### config.mk
export PLATFORM = sky130hd
export DESIGN_NAME = ftn_note
export DESIGN_NICKNAME = d
export VERILOG_FILES = /design/src/rtl/ftn_pkg.sv /design/src/rtl/ftn_note.sv
export SDC_FILE = /design/constraint.sdc
export NUM_CORES = 1
export LEC_CHECK = 0
export BUFFER_PORTS_ARGS = -buffer_cell sky130_fd_sc_hd__buf_2
export CAP_MARGIN = 40
export CORE_MARGIN = 2
export CORE_UTILIZATION = 52
export DETAILED_ROUTE_END_ITERATION = 7
export HOLD_SLACK_MARGIN = 0.15
export MAX_ROUTING_LAYER = met4
export PLACE_DENSITY = 0.66
export SETUP_SLACK_MARGIN = 0.02
export SLEW_MARGIN = 40
export SYNTH_ARGS = -nofsm -noshare
export SYNTH_HDL_FRONTEND = slang
export SYNTH_SLANG_ARGS = --single-unit
### constraint.sdc
create_clock -name clk -period 10.9 [get_ports clk]
set_input_delay 2.18 -clock clk [delete_from_list [all_inputs] [get_ports clk]]
set_output_delay 2.18 -clock clk [all_outputs]
set_load 0.005 [all_outputs]
### src/rtl/ftn_pkg.sv
package ftn_pkg;

  // Defaults for the top level parameters
  localparam int TOP_OCTAVE_DEF  = 12;
  localparam int FREQ_FRAC_DEF   = 14;

  // Fixed field and datapath widths
  localparam int FREQ_W    = 32;
  localparam int REF_W     = 23;
  localparam int EXP_W     = 5;
  localparam int LOG_FRAC  = 24;
  localparam int LOG_W     = EXP_W + LOG_FRAC;
  localparam int CM_W      = 22;
  localparam int CENTS_W   = 14;

  // Register index of the reference pitch
  localparam logic REG_REFERENCE_PITCH = 1'b0;

  // Both log2 results of one word
  typedef struct packed {
    logic             zero;
    logic [LOG_W-1:0] lf;
    logic [LOG_W-1:0] lr;
  } ftn_log_t;

  // Magnitude and sign of the offset in hundredths of a cent
  typedef struct packed {
    logic            zero;
    logic            neg;
    logic [CM_W-1:0] cm;
  } ftn_cents_t;

endpackage

### src/rtl/ftn_note.sv
module ftn_note #(
  parameter int TOP_OCTAVE = ftn_pkg::TOP_OCTAVE_DEF
) (
  input  logic                        clk,
  input  logic                        rst,
  input  logic                        en,
  input  logic                        in_vld,
  input  ftn_pkg::ftn_cents_t         in_cents,
  output logic                        out_vld,
  output logic                        valid_res,
  output logic [3:0]                  semitone,
  output logic [3:0]                  octave,
  output logic signed [ftn_pkg::CENTS_W-1:0] cents
);
  import ftn_pkg::*;

  localparam int C_W     = CM_W + 1;
  localparam int Q_W     = 9;
  localparam int N_W     = Q_W + 1;
  localparam int KSHIFT  = 34;
  localparam longint KREC = (64'd1 << KSHIFT) / 64'd10000;
  localparam int QP_W    = CM_W + 21;
  localparam int LOW_OFF  = -57;
  localparam int HIGH_OFF = 12 * TOP_OCTAVE - 46;
  localparam logic signed [C_W-1:0] C_LO = C_W'(LOW_OFF * 10000 - 5000);
  localparam logic signed [C_W-1:0] C_HI = C_W'(HIGH_OFF * 10000 + 5000);
  localparam logic signed [N_W-1:0] N_LO = N_W'(LOW_OFF);
  localparam logic signed [N_W-1:0] N_HI = N_W'(HIGH_OFF);

  logic                    v1, v2, v3, v4;
  logic                    ok1, ok2, ok3;
  logic                    neg1, neg2;
  logic signed [C_W-1:0]   c_next, c1, c2;
  logic [CM_W-1:0]         x1, rem2;
  logic [QP_W-1:0]         qp1;
  logic [Q_W-1:0]          q0_2;
  logic [Q_W-1:0]          q_next;
  logic signed [N_W-1:0]   n_next;
  logic signed [C_W-1:0]   r_next;
  logic [7:0]              idx3;
  logic signed [CENTS_W-1:0] r3;
  logic [16:0]             oct_prod;
  logic [3:0]              oct_next;
  logic [7:0]              semi_next;

  always_comb begin
    c_next = in_cents.neg ? -C_W'(in_cents.cm) : C_W'(in_cents.cm);
  end

  // Rounded note offset, then clamp into the covered range
  always_comb begin
    q_next = (rem2 >= CM_W'(10000)) ? q0_2 + Q_W'(1) : q0_2;
    n_next = neg2 ? -N_W'(q_next) : N_W'(q_next);
    if (n_next < N_LO) n_next = N_LO;
    if (n_next > N_HI) n_next = N_HI;
    r_next = c2 - C_W'(n_next) * C_W'(10000);
  end

  // Split note index into octave and pitch class
  always_comb begin
    oct_prod  = {9'b0, idx3} * 17'd171;
    oct_next  = oct_prod[14:11];
    semi_next = idx3 - {4'b0, oct_next} * 8'd12;
  end

  always_ff @(posedge clk) begin
    if (rst) begin
      v1 <= 1'b0;
      v2 <= 1'b0;
      v3 <= 1'b0;
      v4 <= 1'b0;
    end else if (en) begin
      v1 <= in_vld;
      v2 <= v1;
      v3 <= v2;
      v4 <= v3;
    end
    if (en) begin
      // Range check and reciprocal multiply for the divide by 10000
      c1   <= c_next;
      neg1 <= in_cents.neg;
      ok1  <= !in_cents.zero && !(c_next < C_LO) && !(c_next > C_HI);
      x1   <= in_cents.cm + CM_W'(5000);
      qp1  <= QP_W'(in_cents.cm + CM_W'(5000)) * QP_W'(KREC);
      // Quotient estimate and its remainder
      q0_2 <= qp1[KSHIFT+Q_W-1:KSHIFT];
      rem2 <= x1 - CM_W'(qp1[KSHIFT+Q_W-1:KSHIFT]) * CM_W'(10000);
      c2   <= c1;
      neg2 <= neg1;
      ok2  <= ok1;
      // Note index and residual
      idx3 <= 8'(n_next - N_W'(LOW_OFF));
      r3   <= CENTS_W'(r_next);
      ok3  <= ok2;
      // Result register, zero fields when out of range
      valid_res <= ok3;
      semitone  <= ok3 ? semi_next[3:0] : 4'd0;
      octave    <= ok3 ? oct_next : 4'd0;
      cents     <= ok3 ? r3 : '0;
    end
  end

  assign out_vld = v4;

endmodule

==> impl_metrics.csv <==
group,metric,value,unit
clock_tree,clock_latency,0.42,ns
critical_path,cp-start-kind,"primary input",
critical_path,cp_num_cells,27,
floorplanning,rows,67,
layout,register_area,4040,sq um
critical_path,path_class,"in2reg",
synth,synthesis.nets,2212,
sta,rsz0062_at_grt,"false",
synth,yosys_register_bits,136,
global_route,grt_max_degree,85,
sta,slew_viol_final,0,
sta,final.setup.tns,0,ns
clock_tree,clkTransAtPathRegs,0.06,ns
layout,finalInstanceArea,19000,sq um
global_route,grtUsageTotal,0.225,
routing,ant_nets,0,
synth,syn_area_per_cell,10.7,sq um
clock_tree,cts_sinks,136,
layout,nFillCells,2912,
synth,synth_most_common_cell,"inv_1",
hold_path,min_path_type,"reg2reg",
sta,skew,0.0101,ns
critical_path,critPathArrivalTime,10.09,ns
job,cap_violations,0,
synth,synth.mux.area_fraction,0.00413,
clock_tree,cts_setup_buffers,0,
critical_path,crit_top_cell,"fa_1",
synth,synthTopCellsByCount,"416 x inv_1, 340 x ha_1, 200 x fa_1, 132 x edfxtp_1, 84 x xnor2_1",
floorplanning,die_w,188,microns
layout,area_growth,8.39,%
routing,via_count,11200,
critical_path,crit_family,"adder cells",
critical_path,path_buf_inv,5,
critical_path,r2r_slack,1.83,ns
placement,portBuffers,51,
layout,fin_nets,2281,
routing,drt_iter0_markers,616,
critical_path,slowest_stage,"fa_1",
layout,multi_input_area,11900,sq um
critical_path,worstSetupEndpoint,"qp1[42]$_DFFE_PP_",
routing,wl_per_cell,16.6,microns
placement,placed_cells,2142,
routing,via_per_inst,5.16,
sta,post-route-period-util,0.911,
critical_path,critPathCaptureType,"register",
sta,worstMarginPinSlew,0.798,ns
floorplanning,die_y,188,microns
sta,hold_violations,0,
critical_path,r2r-start,"rem2[21]$_DFFE_PP_",
routing,wl,36.1,mm
clock_tree,htreeDepth,4,
synth,synth.area.top_cells,"ha_1 24%, fa_1 23%, edfxtp_1 23%",
synth,yosys_warnings,0,
global_route,grt_pass1_vias,12100,
critical_path,required,11.06,ns
synth,syn_area,17600,sq um
synth,synth_compound_area_frac,0.0689,
global_route,globalRouteOverflowTotal,0,
critical_path,cp-startpoint,"in_cents[7]",
sta,finalSetupViolCount,0,
synth,async_reset_ff_frac,0,
placement,post_dp_cell_area,18400,sq um
clock_tree,post_cts_resized,0,
synth,synthDominantCellAreaShare,0.242,
routing,first_pass_iters,4,
critical_path,reg2regPathDepth,32,
floorplanning,core_area,33400,sq um
synth,synthCells,1644,
critical_path,max_stage_delay,0.58,ns
global_route,grt_pass1_wl,60.5,mm
synth,yosys.area.top_type,"ha_1",
critical_path,critPathMaxFanout,7,
floorplanning,start_util,0.527,
placement,dp_hpwl,30.7,mm
synth,synth_top_family_by_area,"adder cells",
sta,period_needed,9.93,ns
floorplanning,io_pins,52,
synth,synthFlopType,"edfxtp_1",
synth,synth_seq_area_share,0.230,
clock_tree,clockRootBuffer,"clkbuf_16",
run_status,status,"complete, no violations",
clock_tree,hold_buffers,0,
sta,relSlewSlack,0.464,
synth,synth-simple-area-share,0.0743,
global_route,grt_antenna_before_repair,0,
critical_path,r2r-end,"r3[13]$_DFFE_PP_",
layout,finalNonFillerCells,2175,
clock_tree,numCtsBuffers,17,
layout,drive_above_1_share,0.0776,
synth,synth_xor_area_frac,0.0586,
sta,max_freq,101,MHz
clock_tree,tritoncts,"done",
synth,synth_edf_count,132,
synth,ys_types,81,
sta,fin_hold_ws,0.417,ns
clock_tree,cts_max_path_buffers,2,
routing,route.detailed.drc,0,
placement,place_congestion,0.915,
synth,synthAdderAreaFrac,0.470,
floorplanning,die_area,35300,sq um
-- stage by stage --
stage	utilization	worst slack, ns
after global placement	0.553	0.651
after global routing	0.571	0.619
final	0.571	0.970
after floorplan	-	1.44
after detailed placement	0.553	0.537
after CTS	0.570	0.966
-- sequential cells by signal, summed over array words and instances, names as in the netlist, 4 cells and up --
name	cells
c2	14
qp1	9
r3	14
q0_2	9
octave	4
c1	14
rem2	18
x1	18
idx3	8
cents	14
semitone	4
-- worst register-to-register path: cells and delay by family (launching register included) --
family,cells,cell delay (ns)
AND/OR/NAND/NOR,9,2.53
buffers and inverters,1,0.17
XOR/XNOR,3,0.61
flip-flops,1,0.41
AO/OA/AOI/OAI,11,2.45
adder cells (fa/ha/maj),8,2.62
-- kinds of logic (layout without fill, tap and decap cells) --
| group | after synthesis | count (layout) |
|---|---|---|
| buffers and inverters | 436 | 518 |
| XOR/XNOR | 116 | 116 |
| other | 0 | 1 |
| multiplexers | 7 | 7 |
| flip-flops | 136 | 136 |
| AO/OA/AOI/OAI | 166 | 166 |
| AND/OR/NAND/NOR | 243 | 243 |
| adder cells (fa/ha/maj) | 540 | 540 |
-- metal layers --
| metal | routed length, microns | up-vias | share of wire | GRT usage |
|---|---|---|---|---|
| met3 | 880 | 52 | 0.024 | 0.0270 |
| met4 | 813 | 0 | 0.023 | 0.0642 |
| li1 | - | 5519 | - | - |
| met1 | 15600 | 5516 | 0.43 | 0.273 |
| met2 | 18800 | 144 | 0.52 | 0.398 |
| met5 | 0 | - | 0 | - |
-- area by class of cell --
type	count	share of cell area
multi-input cells	1072	0.624
flip-flops and latches	136	0.212
inverters	416	0.0820
well taps	448	0.0294
clock buffers	19	0.0227
repair buffers	70	0.0214
clock inverters	13	0.00782
diodes	1	0.000131
-- placed cells by master, fill, tap and decap left out, drive strengths merged, types with 5 or more instances in the layout --
master,Yosys,layout
fa,200,200
xor2,31,31
a21oi,38,38
or3,13,13
a21o,18,18
buf,5,70
nand2b,6,6
nand3,24,24
a211oi,8,8
and3,9,9
nand2,53,53
clkbuf,15,19
nand4,6,6
o211ai,6,6
ha,340,340
nor2,47,47
clkinv,0,5
and2,24,24
or2,9,9
a21boi,9,9
inv,416,420
nor3,17,17
mux2i,5,5
xnor2,84,84
nor2b,14,14
o31ai,6,6
edfxtp,132,132
o21ai,30,30
-- worst min-delay path by stage --
stage,cells past startpoint,from,end,slack [ns]
final,0,c1[13]$_DFFE_PP_,c2[13]$_DFFE_PP_,0.42
after global placement,0,c1[11]$_DFFE_PP_,c2[11]$_DFFE_PP_,0.40
after global routing,0,c1[5]$_DFFE_PP_,c2[5]$_DFFE_PP_,0.42
after floorplan,0,c1[0]$_DFFE_PP_,c2[0]$_DFFE_PP_,0.40
after detailed placement,0,c1[13]$_DFFE_PP_,c2[13]$_DFFE_PP_,0.40
after CTS,0,c1[13]$_DFFE_PP_,c2[13]$_DFFE_PP_,0.42
Power is left out: the tool's default activity adds up to more than one toggle a clock period on the data nets, which glitch-free logic cannot reach.
