[config.mk]
export PLATFORM = sky130hd
export DESIGN_NAME = ftn_cents
export DESIGN_NICKNAME = d
export VERILOG_FILES = /design/src/rtl/ftn_pkg.sv /design/src/rtl/ftn_cents.sv
export SDC_FILE = /design/constraint.sdc
export NUM_CORES = 1
export LEC_CHECK = 0
export ABC_CLOCK_PERIOD_IN_PS = 6650
export BUFFER_PORTS_ARGS = -buffer_cell sky130_fd_sc_hd__buf_2
export CAP_MARGIN = 20
export CORE_AREA = 5 5 137 192
export DETAILED_ROUTE_END_ITERATION = 16
export DIE_AREA = 0 0 142 197
export PLACE_DENSITY = 0.65
export SLEW_MARGIN = 40
export SYNTH_ARGS = -nofsm -noshare
export SYNTH_HDL_FRONTEND = slang
export SYNTH_SLANG_ARGS = --single-unit
export TNS_END_PERCENT = 100
[constraint.sdc]
create_clock -name clk -period 6.65 [get_ports clk]
set_clock_uncertainty 0.15 [all_clocks]
set_input_delay 0.665 -clock clk [delete_from_list [all_inputs] [get_ports clk]]
set_output_delay 0.665 -clock clk [all_outputs]
set_load 0.005 [all_outputs]
[src/rtl/ftn_pkg.sv]
package ftn_pkg;

  // Defaults for the top level parameters
  localparam int TOP_OCTAVE_DEF  = 12;
  localparam int FREQ_FRAC_DEF   = 14;

  // Fixed field and datapath widths
  localparam int FREQ_W    = 32;
  localparam int REF_W     = 23;
  localparam int EXP_W     = 5;
  localparam int LOG_FRAC  = 24;
  localparam int LOG_W     = EXP_W + LOG_FRAC;
  localparam int CM_W      = 22;
  localparam int CENTS_W   = 14;

  // Register index of the reference pitch
  localparam logic REG_REFERENCE_PITCH = 1'b0;

  // Both log2 results of one word
  typedef struct packed {
    logic             zero;
    logic [LOG_W-1:0] lf;
    logic [LOG_W-1:0] lr;
  } ftn_log_t;

  // Magnitude and sign of the offset in hundredths of a cent
  typedef struct packed {
    logic            zero;
    logic            neg;
    logic [CM_W-1:0] cm;
  } ftn_cents_t;

endpackage

[src/rtl/ftn_cents.sv]
module ftn_cents (
  input  logic                clk,
  input  logic                rst,
  input  logic                en,
  input  logic                in_vld,
  input  ftn_pkg::ftn_log_t   in_log,
  output logic                out_vld,
  output ftn_pkg::ftn_cents_t out_cents
);
  import ftn_pkg::*;

  localparam int PROD_W = LOG_W + 17;

  logic               v1, v2, v3;
  logic               z1, z2, z3, n1, n2, n3;
  logic [LOG_W:0]     d_next;
  logic [LOG_W-1:0]   mag1;
  logic [PROD_W-1:0]  prod2;
  logic [PROD_W:0]    rnd_next;
  logic [CM_W-1:0]    cm3;

  always_comb begin
    d_next   = {1'b0, in_log.lf} - {1'b0, in_log.lr};
    rnd_next = {1'b0, prod2} + (PROD_W+1)'(1 << (LOG_FRAC - 1));
  end

  // Take the magnitude, scale by 120000, round off the log fraction
  always_ff @(posedge clk) begin
    if (rst) begin
      v1 <= 1'b0;
      v2 <= 1'b0;
      v3 <= 1'b0;
    end else if (en) begin
      v1 <= in_vld;
      v2 <= v1;
      v3 <= v2;
    end
    if (en) begin
      n1    <= d_next[LOG_W];
      mag1  <= d_next[LOG_W] ? LOG_W'(-d_next) : d_next[LOG_W-1:0];
      z1    <= in_log.zero;
      prod2 <= PROD_W'(mag1) * PROD_W'(120000);
      n2    <= n1;
      z2    <= z1;
      cm3   <= rnd_next[LOG_FRAC+CM_W-1:LOG_FRAC];
      n3    <= n2;
      z3    <= z2;
    end
  end

  assign out_vld        = v3;
  assign out_cents.zero = z3;
  assign out_cents.neg  = n3;
  assign out_cents.cm   = cm3;

endmodule

==> results.py, run 1 <==
metrics = {
    "status": {
        "status": "completed",
    },
    "sta": {
        "holdWs_ns": 0.278,
        "finalCritPeriodShare_pct": 90.5,
        "rsz0062_at_grt": "false",
        "maxSlewHeadroom_pct": 51.7,
        "worst_pin_slew_ns": 0.725,
        "finalSetupViolCount": 0,
        "min_period_ns": 6.02,
        "hold_viol": 0,
        "fin_setup_tns_ns": 0,
        "slew_violations": 0,
        "max_freq_mhz": 166,
    },
    "die": {
        "io_pins": 88,
        "core_mm2": 0.0243,
        "die_x_um": 142,
        "start_util_pct": 44.4,
        "fp.dieH_um": 197,
        "die-area_mm2": 0.0280,
        "num_rows": 68,
    },
    "route": {
        "wirelength_um": 18800,
        "ant_nets": 0,
        "routed-via-count": 7231,
        "first_pass_iters": 4,
        "first_iter_violations": 188,
        "viasPerCell": 4.89,
        "wl_per_cell_um": 12.7,
        "drc": 0,
    },
    "layout": {
        "final_common_cell": "inv_1",
        "area_growth_pct": 9.60,
        "mostFrequentLayoutCells": "249 x inv_1, 132 x ha_1, 126 x fa_1, 86 x buf_2, 80 x edfxtp_1",
        "num_antenna_cells": 0,
        "final_layout_size_suffix_gt1_share_pct": 11.9,
        "fillers": 2302,
        "nets": 1480,
        "design_area_mm2": 0.0118,
    },
    "clock_tree": {
        "clockBufferDepth": 2,
        "clkSinkCount": 83,
        "clock_latency_ns": 0.34,
        "cts_tree": "done",
        "ctsHoldBuffers": 0,
        "cts_resized": 0,
        "numCtsBuffers": 9,
        "cts_setup_buffers": 0,
        "path_clk_slew_ns": 0.06,
        "cts-root-buf": "clkbuf_16",
        "htreeDepth": 3,
    },
    "global_routing": {
        "grt_max_degree": 84,
        "track_usage_pct": 14.3,
        "grt_pass1_vias": 7564,
        "grt.overflow.total": 0,
        "antenna_found_initial": 0,
        "grt_pass1_wl_um": 33600,
    },
    "yosys": {
        "synth_edf_count": 80,
        "synth_area_mm2": 0.0108,
        "avgSynthCellArea_um2": 10.0,
        "synth_cells": 1077,
        "async_flop_share_pct": 0,
        "ys_types": 81,
        "yosysSeqAreaShare_pct": 22.8,
        "synth_ff_type": "edfxtp_1",
        "synth-warning-count": 0,
        "synthesis.nets": 1398,
        "ys_ff_latch": 83,
    },
    "worst_setup_path": {
        "worstSetupStartpointType": "flop",
        "path_class": "flop to flop",
        "arrival_ns": 5.96,
        "cp.required_ns": 6.59,
        "worstSetupEndpointType": "flop",
        "worstPathMaxFanout": 5,
    },
    "place": {
        "port_buffers": 87,
        "place.gp.congestion": 0.879,
        "dpl.hpwl_um": 16300,
        "placed_area_mm2": 0.0116,
    },
    "worst_hold_path": {
        "hold_path.class": "flop to flop",
    },
    "job": {
        "maxCapViolCount": 0,
    },
}
## layout make-up
class / instances / area [um2] / share of cell area (%)
clock buffers: 9 / 225 / 1.90
clock inverters: 7 / 58.8 / 0.497
inverters: 249 / 935 / 7.89
multi-input cells: 729 / 7330 / 61.9
flip-flops and latches: 83 / 2460 / 20.8
well taps: 315 / 394 / 3.33
repair buffers: 87 / 442 / 3.73
## per-layer routing
metal | vias to the layer above | GRT usage, % | wire, um
li1 | 3733 | - | -
met2 | 101 | 26.5 | 10100
met1 | 3380 | 17.3 | 7930
met3 | 17 | 1.82 | 581
met5 | - | 0 | 0
met4 | 0 | 3.70 | 267
## cells by family (layout without fill, tap and decap cells)
logic type,count (synthesis),count (layout),synth area share (%)
adders and majority gates,258,258,38.6
DFF,83,83,22.8
and+or+nand+nor,204,204,9.96
xor gates and xnor gates,88,88,7.27
AOI/OAI and AO/OA,172,172,11.3
buffers and inverters,265,352,9.41
muxes,7,7,0.660
## path summary, 6_finish.rpt
check / from / endpoint / slack [ns] / cells past startpoint
min: z2$_DFFE_PP_ / z3$_DFFE_PP_ / 0.28 / 0
min reg2reg: z2$_DFFE_PP_ / z3$_DFFE_PP_ / 0.28 / 0
max: mag1[4]$_DFFE_PP_ / prod2[42]$_DFFE_PP_ / 0.63 / 19
max reg2reg: mag1[4]$_DFFE_PP_ / prod2[42]$_DFFE_PP_ / 0.63 / 19
## sequential cells by signal, summed over array words and instances (netlist names)
signal   flops
mag1        29
prod2       23
cm3         22
n1           1
n2           1
n3           1
out_vld      1
v1           1
v2           1
z1           1
z2           1
z3           1
## through the flow
| stage | cells | utilization (%) | worst slack, ns |
|---|---|---|---|
| detailed placement | 1463 | 47.5 | 0.573 |
| global route | 1479 | 48.7 | 0.294 |
| CTS | 1479 | 48.7 | 0.571 |
| global placement | 1463 | 47.5 | 0.723 |
| finish | 1479 | 48.7 | 0.631 |
| floorplan | 1077 | - | 1.03 |
## critical path, cell delays in order (launching register included)
cell and delay, ns:
edfxtp_1 0.47, inv_1 0.15, fa_1 0.54, inv_1 0.05, fa_1 0.48, fa_1 0.52
inv_1 0.06, fa_1 0.48, fa_1 0.54, inv_1 0.04, ha_1 0.30, and4_1 0.22
and3_1 0.18, a32o_1 0.26, o21ai_0 0.27, a31oi_1 0.27, o21ai_0 0.35, o21bai_1 0.14
a21oi_1 0.21, xnor2_1 0.09
## Yosys cell counts, types with 3 or more instances
library cell  count  area share, %
inv_1           249            8.6
ha_1            132             15
fa_1            126             23
edfxtp_1         80             22
xnor2_1          63            5.1
nand2_1          49            1.7
nor2_1           47            1.6
a21oi_1          43            2.0
o21ai_0          30            1.4
xor2_1           23            1.9
nand3_1          19           0.88
a21o_1           17            1.2
nor3_1           15           0.69
and3_1           14           0.81
nand4_1           9           0.52
o21a_1            8           0.56
o21ai_1           8           0.37
a31oi_1           7           0.41
and2_1            7           0.41
clkbuf_1          7           0.24
o211ai_1          7           0.49
and4_1            6           0.49
buf_2             6           0.28
mux2i_1           6           0.56
or3_1             6           0.35
a211oi_1          5           0.35
a21oi_2           4           0.32
nand2b_1          4           0.23
nor2b_1           4           0.23
nor4_1            4           0.23
o21bai_1          4           0.28
a31o_2            3           0.24
dfxtp_1           3           0.56
nand3b_1          3           0.21
o2111ai_1         3           0.24
o31a_1            3           0.24
Power of run 1 is left out: the tool's default activity adds up to more than one toggle a clock period on the data nets, which glitch-free logic cannot reach.
==> run 2: changes to the inputs <==
- ABC_CLOCK_PERIOD_IN_PS: 6650 -> 5900
- clock period: 6.65 -> 5.9 ns (I/O delays scaled with it)
==> results.py, run 2 (synthesis gave the netlist of run 1 again) <==
metrics = {
    "status": {
        "status": "completed",
    },
    "layout": {
        "nets": 1506,
        "area_growth_pct": 12.1,
        "num_antenna_cells": 0,
        "final_util_pct": 49.8,
        "mostFrequentLayoutCells": "248 x inv_1, 132 x ha_1, 126 x fa_1, 86 x buf_2, 80 x edfxtp_1",
        "fillers": 2282,
        "design_area_mm2": 0.0121,
        "largest_reg_flops": 29,
        "reg_top3": "mag1: 29 flops, prod2: 23 flops, cm3: 22 flops",
        "final_common_cell": "inv_1",
        "regMostFlops": "mag1",
        "final_layout_size_suffix_gt1_share_pct": 14.5,
    },
    "route": {
        "wirelength_um": 19000,
        "drc": 0,
        "routed-via-count": 7431,
        "viasPerCell": 4.94,
        "wl_per_cell_um": 12.7,
        "first_iter_violations": 193,
        "first_pass_iters": 5,
        "ant_nets": 0,
    },
    "die": {
        "io_pins": 88,
        "die-area_mm2": 0.0280,
        "core_mm2": 0.0243,
        "fp.dieH_um": 197,
        "start_util_pct": 44.4,
        "die_x_um": 142,
        "num_rows": 68,
    },
    "global_routing": {
        "grt_max_degree": 84,
        "grt_pass1_wl_um": 34000,
        "grt_use_met1_pct": 17.4,
        "top_usage_layer": "met2",
        "grt.met2_usage_pct": 26.9,
        "antenna_found_initial": 0,
        "grt.overflow.total": 0,
        "grt_util_met3_pct": 1.48,
        "grt_pass1_vias": 7697,
        "track_usage_pct": 14.4,
    },
    "worst_setup_path": {
        "critical-path-slowest-cell": "fa_1",
        "worstSetupEndpointType": "flop",
        "worstSetupStartpointType": "flop",
        "cp_slowest_stage_delay_ns": 0.55,
        "crit_path_cell_trace": "inv_4, fa_1, inv_1, fa_1, fa_1, inv_1, fa_1, fa_1, inv_1, ha_1, and4_1, and3_1, a32o_1, o21ai_0, buf_4, a31oi_2, o31a_1, o21a_1, nor2_1, xnor2_1",
        "cpMostUsedCell": "fa_1",
        "arrival_ns": 5.66,
        "cp.required_ns": 5.85,
        "worstPathMaxFanout": 5,
        "path_class": "flop to flop",
    },
    "sta": {
        "finalCritPeriodShare_pct": 96.8,
        "finalSetupViolCount": 0,
        "worst_pin_slew_ns": 0.714,
        "rsz0062_at_grt": "true",
        "min_period_ns": 5.71,
        "hold_viol": 0,
        "max_freq_mhz": 175,
        "slew_violations": 0,
        "maxSlewHeadroom_pct": 52.4,
    },
    "clock_tree": {
        "clockBufferDepth": 2,
        "cts_tree": "done",
        "cts-root-buf": "clkbuf_16",
        "clock_latency_ns": 0.35,
        "clkSinkCount": 83,
        "htreeDepth": 3,
        "path_clk_slew_ns": 0.07,
        "numCtsBuffers": 9,
    },
    "place": {
        "place.gp.congestion": 0.880,
        "port_buffers": 87,
        "dpl.hpwl_um": 16400,
        "placed_area_mm2": 0.0117,
    },
    "job": {
        "maxCapViolCount": 0,
    },
    "worst_hold_path": {
        "hold_path.class": "flop to flop",
    },
}
-- run 2: metrics by stage --
step	hold slack (ns)	cells	TNS, ns	setup slack (ns)
2_1_floorplan	0.250	1077	0	0.284
3_3_place_gp	0.254	1485	0	0.134
3_5_place_dp	0.258	1485	-0.0251	-0.0251
4_1_cts	0.255	1501	0	0.0801
5_1_grt	0.258	1505	-0.0904	-0.0322
6_report	0.271	1505	0	0.189
-- run 2: repair_timing --
action | CTS | global route
setup buffers | 0 | 4
hold endpoints to repair | 0 | 0
pin swaps | 0 | 7
hold buffers | 0 | 0
endpoints found under the setup margin | 2 | 9
resized for setup | 1 | 9
-- run 2: routing by layer --
layer	share of wire, %	vias up
met5	0	-
met4	1.8	0
met3	2.9	23
met2	54	106
met1	41	3530
li1	-	3772
-- run 2: area by class of cell --
type | instances | area [um2] | area share (%)
well taps | 315 | 394 | 3.25
multi-input cells | 729 | 7360 | 60.8
flip-flops and latches | 83 | 2460 | 20.3
repair buffers | 113 | 637 | 5.26
clock inverters | 7 | 95.1 | 0.785
inverters | 249 | 937 | 7.74
clock buffers | 9 | 225 | 1.86
-- run 2: critical path, delay by kind of cell (launching register included) --
family	cells	cell delay, ns
fa+ha+maj	6	2.85
compound gates	5	1.13
simple gates	3	0.50
flops	1	0.40
buf+inv	5	0.37
xor+xnor	1	0.07
-- run 2: path summary, 6_finish.rpt --
| path | start | end | slack, ns | cells after the start |
|---|---|---|---|---|
| min reg2reg | z2$_DFFE_PP_ | z3$_DFFE_PP_ | 0.27 | 0 |
| max | mag1[5]$_DFFE_PP_ | prod2[38]$_DFFE_PP_ | 0.19 | 20 |
| max reg2reg | mag1[5]$_DFFE_PP_ | prod2[38]$_DFFE_PP_ | 0.19 | 20 |
| min | z2$_DFFE_PP_ | z3$_DFFE_PP_ | 0.27 | 0 |
Power of run 2 is left out for the same reason.
